$ cat config.mk
export PLATFORM = sky130hd
export DESIGN_NAME = stepper_phase_sequencer_flat
export DESIGN_NICKNAME = d
export VERILOG_FILES = /design/src/hw/rtl/sps_pkg.sv /design/src/hw/rtl/sps_if.sv /design/src/hw/rtl/stepper_phase_sequencer.sv /design/src/flat_wrapper.sv
export SDC_FILE = /design/constraint.sdc
export NUM_CORES = 1
export LEC_CHECK = 0
export ABC_AREA = 1
export BUFFER_PORTS_ARGS = -buffer_cell sky130_fd_sc_hd__buf_4
export CELL_PAD_IN_SITES_DETAIL_PLACEMENT = 0
export CELL_PAD_IN_SITES_GLOBAL_PLACEMENT = 1
export CORE_ASPECT_RATIO = 1.4
export CORE_MARGIN = 2
export CORE_UTILIZATION = 41
export CTS_CLUSTER_DIAMETER = 120
export DETAILED_ROUTE_END_ITERATION = 12
export PLACE_DENSITY = 0.79
export SETUP_SLACK_MARGIN = 0.15
export SYNTH_ARGS = -nofsm -noshare
export SYNTH_HDL_FRONTEND = slang
export SYNTH_SLANG_ARGS = --single-unit
$ cat constraint.sdc
create_clock -name clk -period 3.72 [get_ports clk]
set_input_delay 0.744 -clock clk [delete_from_list [all_inputs] [get_ports clk]]
set_output_delay 0.744 -clock clk [all_outputs]
set_load 0.02 [all_outputs]
$ cat src/hw/rtl/sps_pkg.sv
// ----------------------------------------------------------------------------
// sps_pkg
// Shared types, codes and phase tables for the stepper phase sequencer.
// ----------------------------------------------------------------------------
package sps_pkg;

  localparam int POS_W   = 32;
  localparam int COUNT_W = 16;
  localparam int COIL_W  = 4;
  localparam int MODE_W  = 2;
  localparam int OP_W    = 2;

  typedef enum logic [OP_W-1:0] {
    OP_TICK = 2'd0,
    OP_STEP = 2'd1,
    OP_MOVE = 2'd2
  } op_t;

  typedef enum logic [MODE_W-1:0] {
    MODE_WAVE = 2'd0,
    MODE_FULL = 2'd1,
    MODE_HALF = 2'd2
  } mode_t;

  typedef logic [COIL_W-1:0] coil_t;

  function automatic coil_t wave_phase(input logic [1:0] idx);
    coil_t c;
    case (idx)
      2'd0:    c = 4'h1;
      2'd1:    c = 4'h2;
      2'd2:    c = 4'h4;
      default: c = 4'h8;
    endcase
    return c;
  endfunction

  function automatic coil_t full_phase(input logic [1:0] idx);
    coil_t c;
    case (idx)
      2'd0:    c = 4'h3;
      2'd1:    c = 4'h6;
      2'd2:    c = 4'hC;
      default: c = 4'h9;
    endcase
    return c;
  endfunction

  function automatic coil_t half_phase(input logic [2:0] idx);
    coil_t c;
    case (idx)
      3'd0:    c = 4'h1;
      3'd1:    c = 4'h3;
      3'd2:    c = 4'h2;
      3'd3:    c = 4'h6;
      3'd4:    c = 4'h4;
      3'd5:    c = 4'hC;
      3'd6:    c = 4'h8;
      default: c = 4'h9;
    endcase
    return c;
  endfunction

endpackage

$ cat src/hw/rtl/sps_if.sv
// ----------------------------------------------------------------------------
// sps_if
// Valid/ready channels of the stepper phase sequencer: command, result and
// drive mode write.
// ----------------------------------------------------------------------------
interface sps_in_if;
  logic               valid;
  logic               ready;
  logic [1:0]         opcode;
  logic               clockwise;
  logic signed [15:0] move_count;

  modport source (output valid, opcode, clockwise, move_count, input ready);
  modport sink   (input valid, opcode, clockwise, move_count, output ready);
endinterface

interface sps_out_if;
  logic               valid;
  logic               ready;
  logic [3:0]         coil_pattern;
  logic signed [31:0] step_position;
  logic               moving;

  modport source (output valid, coil_pattern, step_position, moving, input ready);
  modport sink   (input valid, coil_pattern, step_position, moving, output ready);
endinterface

interface sps_cfg_if;
  logic       valid;
  logic       ready;
  logic [1:0] drive_mode;

  modport source (output valid, drive_mode, input ready);
  modport sink   (input valid, drive_mode, output ready);
endinterface

$ cat src/hw/rtl/stepper_phase_sequencer.sv
// ----------------------------------------------------------------------------
// stepper_phase_sequencer
// Four-coil unipolar stepper sequencer with wave, full and half step drive.
// ----------------------------------------------------------------------------
// Takes one request per clock and returns its result in the next cycle from
// the output register; a request is taken whenever that register is empty
// or being drained and no mode write is offered, so throughput is one
// request per cycle. The position update, move compare and phase table
// lookup all settle combinationally between the state registers and the
// result register. Mode writes are always taken, hold off requests in the
// cycle they are offered, and end any move in progress.
module stepper_phase_sequencer
  import sps_pkg::*;
(
  input  logic       clk,
  input  logic       rst_n,
  sps_in_if.sink     in_ch,
  sps_out_if.source  out_ch,
  sps_cfg_if.sink    cfg_ch
);

  logic signed [POS_W-1:0] pos_r, pos_nxt;
  logic signed [POS_W-1:0] target_r, target_nxt;
  logic                    move_active_r, move_active_nxt;
  logic [MODE_W-1:0]       mode_r;

  logic                    out_valid_r;
  coil_t                   coil_r, coil_nxt;
  logic signed [POS_W-1:0] step_pos_r, step_pos_nxt;
  logic                    moving_r;

  logic                    in_acc;
  logic                    cfg_acc;
  logic                    half_mode;
  logic signed [POS_W-1:0] inc;
  logic signed [POS_W-1:0] pos_up;
  logic signed [POS_W-1:0] pos_dn;
  logic signed [POS_W-1:0] count_ext;
  logic signed [POS_W-1:0] delta;
  logic signed [POS_W-1:0] halved;
  logic                    below;

  assign in_acc    = in_ch.valid && in_ch.ready;
  assign cfg_acc   = cfg_ch.valid && cfg_ch.ready;
  assign half_mode = mode_r[1];
  assign inc       = half_mode ? POS_W'(1) : POS_W'(2);
  assign pos_up    = pos_r + inc;
  assign pos_dn    = pos_r - inc;
  assign below     = pos_r < target_r;
  assign count_ext = POS_W'(in_ch.move_count);
  assign delta     = half_mode ? count_ext : (count_ext <<< 1);

  assign in_ch.ready  = (!out_valid_r || out_ch.ready) && !cfg_ch.valid;
  assign cfg_ch.ready = 1'b1;

  always_comb begin
    pos_nxt         = pos_r;
    target_nxt      = target_r;
    move_active_nxt = move_active_r;
    case (op_t'(in_ch.opcode))
      OP_TICK: begin
        if (move_active_r) begin
          if (below) begin
            pos_nxt = pos_up;
            if (pos_up >= target_r) begin
              move_active_nxt = 1'b0;
            end
          end else begin
            pos_nxt = pos_dn;
            if (pos_dn <= target_r) begin
              move_active_nxt = 1'b0;
            end
          end
        end
      end
      OP_STEP: begin
        move_active_nxt = 1'b0;
        pos_nxt         = in_ch.clockwise ? pos_up : pos_dn;
      end
      OP_MOVE: begin
        move_active_nxt = 1'b0;
        if (in_ch.move_count != '0) begin
          target_nxt      = pos_r + delta;
          move_active_nxt = 1'b1;
        end
      end
      default: begin
      end
    endcase
  end

  // halve toward zero
  assign halved = $signed(pos_nxt + POS_W'(pos_nxt[POS_W-1])) >>> 1;

  always_comb begin
    if (half_mode) begin
      coil_nxt     = half_phase(pos_nxt[2:0]);
      step_pos_nxt = pos_nxt;
    end else begin
      coil_nxt     = (mode_t'(mode_r) == MODE_WAVE) ? wave_phase(halved[1:0])
                                                    : full_phase(halved[1:0]);
      step_pos_nxt = halved;
    end
  end

  always_ff @(posedge clk) begin
    if (!rst_n) begin
      pos_r         <= '0;
      target_r      <= '0;
      move_active_r <= 1'b0;
      mode_r        <= MODE_WAVE;
      out_valid_r   <= 1'b0;
    end else begin
      if (cfg_acc) begin
        mode_r        <= cfg_ch.drive_mode;
        move_active_r <= 1'b0;
      end else if (in_acc) begin
        pos_r         <= pos_nxt;
        target_r      <= target_nxt;
        move_active_r <= move_active_nxt;
      end
      if (in_acc) begin
        out_valid_r <= 1'b1;
      end else if (out_ch.ready) begin
        out_valid_r <= 1'b0;
      end
    end
  end

  always_ff @(posedge clk) begin
    if (in_acc) begin
      coil_r     <= coil_nxt;
      step_pos_r <= step_pos_nxt;
      moving_r   <= move_active_nxt;
    end
  end

  assign out_ch.valid         = out_valid_r;
  assign out_ch.coil_pattern  = coil_r;
  assign out_ch.step_position = step_pos_r;
  assign out_ch.moving        = moving_r;

`ifndef SYNTHESIS
  a_cfg_ends_move: assert property (@(posedge clk) disable iff (!rst_n)
    cfg_acc |=> !move_active_r)
    else $error("mode write left a move active");

  a_step_ends_move: assert property (@(posedge clk) disable iff (!rst_n)
    (in_acc && !cfg_acc && in_ch.opcode == OP_STEP) |=> !move_active_r)
    else $error("single step left a move active");

  a_idle_tick_holds: assert property (@(posedge clk) disable iff (!rst_n)
    (in_acc && !cfg_acc && in_ch.opcode == OP_TICK && !move_active_r)
      |=> $stable(pos_r))
    else $error("idle tick moved the position");

  a_result_follows: assert property (@(posedge clk) disable iff (!rst_n)
    in_acc |=> out_valid_r)
    else $error("accepted request produced no result");

  a_moving_matches: assert property (@(posedge clk) disable iff (!rst_n)
    (in_acc && !cfg_acc) |=> (moving_r == move_active_r))
    else $error("reported moving flag differs from move state");
`endif

endmodule
$ cat src/flat_wrapper.sv
// flat-port wrapper written by rule: the top's interface ports become plain ports
module stepper_phase_sequencer_flat import sps_pkg::*;
  (clk, rst_n, in_ch_valid, in_ch_opcode, in_ch_clockwise, in_ch_move_count, in_ch_ready, out_ch_valid, out_ch_coil_pattern, out_ch_step_position, out_ch_moving, out_ch_ready, cfg_ch_valid, cfg_ch_drive_mode, cfg_ch_ready);
  sps_in_if in_ch_i ();
  sps_out_if out_ch_i ();
  sps_cfg_if cfg_ch_i ();
  input  logic clk;
  input  logic rst_n;
  input wire logic [$bits(in_ch_i.valid)-1:0] in_ch_valid;
  input wire logic [$bits(in_ch_i.opcode)-1:0] in_ch_opcode;
  input wire logic [$bits(in_ch_i.clockwise)-1:0] in_ch_clockwise;
  input wire logic [$bits(in_ch_i.move_count)-1:0] in_ch_move_count;
  output wire logic [$bits(in_ch_i.ready)-1:0] in_ch_ready;
  output wire logic [$bits(out_ch_i.valid)-1:0] out_ch_valid;
  output wire logic [$bits(out_ch_i.coil_pattern)-1:0] out_ch_coil_pattern;
  output wire logic [$bits(out_ch_i.step_position)-1:0] out_ch_step_position;
  output wire logic [$bits(out_ch_i.moving)-1:0] out_ch_moving;
  input wire logic [$bits(out_ch_i.ready)-1:0] out_ch_ready;
  input wire logic [$bits(cfg_ch_i.valid)-1:0] cfg_ch_valid;
  input wire logic [$bits(cfg_ch_i.drive_mode)-1:0] cfg_ch_drive_mode;
  output wire logic [$bits(cfg_ch_i.ready)-1:0] cfg_ch_ready;
  assign in_ch_i.valid = in_ch_valid;
  assign in_ch_i.opcode = in_ch_opcode;
  assign in_ch_i.clockwise = in_ch_clockwise;
  assign in_ch_i.move_count = in_ch_move_count;
  assign in_ch_ready = in_ch_i.ready;
  assign out_ch_valid = out_ch_i.valid;
  assign out_ch_coil_pattern = out_ch_i.coil_pattern;
  assign out_ch_step_position = out_ch_i.step_position;
  assign out_ch_moving = out_ch_i.moving;
  assign out_ch_i.ready = out_ch_ready;
  assign cfg_ch_i.valid = cfg_ch_valid;
  assign cfg_ch_i.drive_mode = cfg_ch_drive_mode;
  assign cfg_ch_ready = cfg_ch_i.ready;
  stepper_phase_sequencer u_core (.clk(clk), .rst_n(rst_n), .in_ch(in_ch_i), .out_ch(out_ch_i), .cfg_ch(cfg_ch_i));
endmodule
Word-level counts from Yosys, hierarchy flattened
Cells that the tools add are included.
- output and inout bits: 40
- bits in latches: 0
- memories kept: 0
- register bits after elaboration: 105
- bits of input ports: 26
- memory bits (writable): 0
- memory bits (read-only): 0
- logic and storage cells: 61
- eq/ne operators: 10
- multiply operators: 0
- div/mod/pow operators: 0
- $add $sub $neg: 4
- bitwise gates (word level): 2
- order comparisons: 3
- mux-type cells: 20
- reductions and logical operators: 14
- shifts and indexed selects: 0
- operator list (cell ; number):
    2-to-1 mux 32 bit ; 4
    one-hot mux 32 bit (2 select lines) ; 1
    adder 32 x 1 -> 32 bit ; 1
    adder 32 x 17 -> 32 bit ; 1
    adder 32 bit ; 1
    greater-or-equal comparator 32 bit ; 1
    <= comparator 32 bit ; 1
    < comparator 32 bit ; 1
    subtractor 32 bit ; 1
    one-hot mux 4 bit (7 select lines) ; 1
    one-hot mux 4 bit (3 select lines) ; 2
    2-to-1 mux 16 bit ; 1
    nonzero test 16 bit ; 1
    == test 3 bit (second input constant) ; 3
    2-to-1 mux 4 bit ; 2
    2-to-1 mux 1 bit ; 7
    == test 3 x 2 -> 1 bit (second input constant) ; 2
    zero test 2 bit ; 3
    == test 2 x 1 -> 1 bit (second input constant) ; 2
    == test 2 bit (second input constant) ; 2
    AND reduction 4 bit ; 1
    == test 3 x 1 -> 1 bit (second input constant) ; 1
    zero test 3 bit ; 1
    one-hot mux 1 bit (3 select lines) ; 1
    8 further kinds ; 11

Logic depth before layout (Yosys ltp)
- depth after elaboration: 10
- gate-level depth with buffers: 31
- mapped depth without buffers: 30

Least setup slack after synthesis
No wires, ideal clock.
- kind: reg2reg
- start: register u_core.mode_r[1]
- end: register u_core.move_active_r
- period minus slack after synthesis: 3.818 ns
- setup time: 0.115 ns
- required time: 3.605 ns
- buffers on the path: 0
- setup slack: -0.098 ns
- stages on the path, launching flop included: 26
- arrival time: 3.703 ns
- cells stage by stage: dfxtp_1 ha_1 inv_1 fa_1 nor2_1 nand2_1 nor3_2 nand3_1 nor2_1 nand2_1 nor2_1 xor2_1 ha_1 nand2_1 inv_1 nand3_1 nor3_1 nor4b_1 o21ai_0 nand2_1 xor2_1 o21ai_0 nand3_1 o21ai_0 o21ai_0 inv_1
- word-level cells in the longest chain between the ends: 7
- elaborated cells between the ends (all ways): 10
- those cells by class: add/sub (2); order compare (2); mux (6)
- RTL lines (item ; RTL line ; source):
    start, declared ; stepper_phase_sequencer.sv:25 ; logic [MODE_W-1:0] mode_r;
    start signal, assigned ; stepper_phase_sequencer.sv:115 ; mode_r <= cfg_ch.drive_mode;
    2-to-1 mux 2 bit (*) ; stepper_phase_sequencer.sv:46 ; assign inc = half_mode ? POS_W'(1) : POS_W'(2);
    subtractor 32 bit / adder 32 bit (equally long branches) ; stepper_phase_sequencer.sv:48, stepper_phase_sequencer.sv:47 ;
    <= comparator 32 bit / greater-or-equal comparator 32 bit (equally long branches) ; stepper_phase_sequencer.sv:70, stepper_phase_sequencer.sv:65 ;
    2-to-1 mux 1 bit (on tied branches) ; stepper_phase_sequencer.sv:70, stepper_phase_sequencer.sv:65 ;
    2-to-1 mux 1 bit (*) ; stepper_phase_sequencer.sv:63 ; if (below) begin
    2-to-1 mux 1 bit (*) ; stepper_phase_sequencer.sv:62 ; if (move_active_r) begin
    one-hot mux 1 bit (3 select lines) (*) ; stepper_phase_sequencer.sv:60 ; case (op_t'(in_ch.opcode))
    via u_core.move_active_nxt ; stepper_phase_sequencer.sv:24 ; logic move_active_r, move_active_nxt;
    end signal, assigned ; stepper_phase_sequencer.sv:120 ; move_active_r <= move_active_nxt;
    end, declared ; stepper_phase_sequencer.sv:24 ;
Mark *: on every way through the listed nets, which the timed path passes. The rest lies on a longest branch.
A chain may end at the register's enable or synchronous reset.

Worst setup path in the final report
Same ends and word-level chain as after synthesis.

==> results.toml <==
[sta]
holdWs_ps = 504
fin_skew_ps = 12.7
fmax_ghz = 0.261
relSlewSlack = 0.301
setup_violations = 2
worst_slack_ps = -107
drv_slew = 0
worst_slew_pin_slew_ps = 1050
rsz0062_at_grt = "true"
timing_hold_violations_final = 0
period_needed_ps = 3830
fin_crit_sh = 1.03

[placed_design]
dp_slack_ps = -397
dpl-instance-area_um2 = 15800
hpwl_um = 40700
io_buffers = 64
gp_congestion = 0.984

[drt]
wl_um = 49800
first_pass_iters = 7
drtIter0Drc = 962
vias = 14472
ant_nets = 0
wl_per_cell_um = 18.1
drc = 0
vias_per_cell = 5.27

[setup_path]
worstReg2RegStart = "u_core.mode_r[1]"
critPathRequiredTime_ps = 4050
reg2reg_slack_ps = -110
path_max_fanout = 6
worstSetupStartpointType = "flip-flop"
cp_data_arrival_time_ps = 4150
reg2regPathDepth = 23
crit_type = "reg2reg"
end_kind = "flip-flop"
r2r-end = "u_core.move_active_r"

[hold_path]
hold_path_class = "reg2reg"
hp-start = "u_core.target_r[11]"
whs_endpoint = "u_core.target_r[11]"
min_path_cells = 2

[grt]
grt_max_degree = 60
antenna_found_initial = 0
grt_overflow = 0
grt_pass1_vias = 13838
grt_pass1_wl_um = 75400
grt_use_total = 0.303

[cells_and_area]
fillCellCount = 3072
nets = 2517
drive_gt1_frac = 0.275
syn_to_final_growth_pct = 34.0
fin_area_um2 = 16900
num_antenna_cells = 0

[logic_synthesis]
syn_avg_cell_area_um2 = 6.32
synth_edf_count = 37
post-synth-top-count-cell = "nand2_1"
synth_warnings = 0
synth_seq_area_share = 0.196
synth_largest_area_cell = "nand2_1"
synth_ff_type = "dfxtp_1"
synthesis.nets = 2161
synthArstFlopShare = 0
synth_area_um2 = 12600
syn_inst = 1997
ys_top_cells_by_area = "nand2_1, ha_1, dfxtp_1"
ys_ff_latch = 105
synth_top_area_share = 0.145
synthDistinctLibCells = 56
synth.top_cells.by_count = "nand2_1, inv_1, a21oi_1"

[pwr]
p_leak_nw = 8.60
ir_drop_uv = 196
total_power_w = 0.00499
powerDensity_nw_per_um2 = 295

[clocking]
cts_max_level = 3
cts_tree = "yes"
clkLatencyLatePin_ps = 390
cts.sinks = 105
clkTransAtPathRegs_ps = 80
cts_buffers = 9
cts_root_buffer = "clkbuf_16"
cts_buffer_depth = 2
cts_hold_buf = 0

[run]
max_cap_violations = 0

[status]
status = "finished, violations left"
failed_checks = "negative setup slack"

[floorplanning]
ioPinCount = 66
design.core.area_um2 = 30500
num_rows = 76
initial_core_util = 0.414
die_h_um = 212
die-area_um2 = 32200
dieWidth_um = 152
-- worst max path at each step --
stage | from | to | slack [ps]
2_1_floorplan | u_core.mode_r[1] | u_core.move_active_r | 200
3_3_place_gp | u_core.mode_r[1] | u_core.move_active_r | -270
3_5_place_dp | u_core.mode_r[1] | u_core.move_active_r | -400
4_1_cts | u_core.pos_r[0] | u_core.move_active_r | -70
5_1_grt | u_core.mode_r[1] | u_core.move_active_r | -380
6_report | u_core.mode_r[1] | u_core.move_active_r | -110
-- state kept, by name, summed over array words and instances (netlist names) --
signal and cells:
u_core.out_ch.step_position 32, u_core.pos_r 32, u_core.target_r 32, u_core.out_ch.coil_pattern 4
u_core.mode_r 2, u_core.move_active_r 1, u_core.out_ch.moving 1, u_core.out_ch.valid 1
-- final cells by class --
cell class	count	area (um2)	area share
Multi-Input combinational cell	1519	9240	0.546
Timing Repair Buffer	411	3230	0.191
Sequential cell	105	2500	0.148
Inverter	307	1160	0.0685
Tap cell	390	488	0.0288
Clock buffer	10	229	0.0135
Clock inverter	6	72.6	0.00429
-- where the power goes --
group,leakage (nW),internal (W),total [W],switching [W]
combinational,7.53,0.00107,0.00261,0.00154
sequential,0.919,0.00127,0.00134,0.0000668
clock,0.149,0.000533,0.00104,0.000509
-- stage by stage --
stage / TNS, ps / instances / util
after floorplan: 0 / 1997 / -
after global placement: -971 / 2702 / 0.516
after CTS: -110 / 2735 / 0.540
after global routing: -1750 / 2748 / 0.554
after detailed placement: -2270 / 2702 / 0.516
final: -183 / 2748 / 0.554
-- critical path, stage by stage (launching register included) --
cell and delay [ps]:
dfxtp_4 400, ha_2 190, inv_1 50, fa_2 340, inv_1 60, nand4_1 140
nor2_2 210, nand2_4 110, nor2_4 130, buf_4 150, nand3_4 90, xor2_4 210
ha_1 320, nand4_1 160, nor4_2 300, buf_4 160, nand2_1 50, nand2_1 80
nor2_1 40, o21ai_1 150, nand3_1 100, o21ai_2 180, o21ai_2 60, inv_1 70
-- cells by family after synthesis --
group,synth area share
other cells,0.000297
flops,0.196
fa+ha+maj,0.139
compound gates,0.174
mux,0.000793
simple gates,0.321
xor+xnor,0.0534
buf+inv,0.116
-- timing repair --
action                     CTS  global route
pin swaps                   20            24
gates cloned                 0             1
resized for setup           84            96
buffers inserted            17            12
setup endpoints to repair   37            45
-- layout by cell type (no fill, tap or decap), drive strengths merged, types with 68 or more instances in the layout --
| cell | count |
|---|---|
| nand3 | 123 |
| nand2 | 525 |
| xor2 | 68 |
| ha | 135 |
| a21oi | 193 |
| nor2 | 170 |
| o21ai | 143 |
| buf | 410 |
| dfxtp | 68 |
| inv | 306 |
-- per-layer routing --
layer  routed length [um]  share of wire  up-vias  GRT usage
met5                    0              0        -          0
met4                 2480          0.050        0      0.156
met3                 2350          0.047      116     0.0270
met2                24100           0.48      451      0.535
met1                20800           0.42     6640      0.366
li1                     -              -     7265          -
Note: power is estimated with default switching activity, not from simulation.
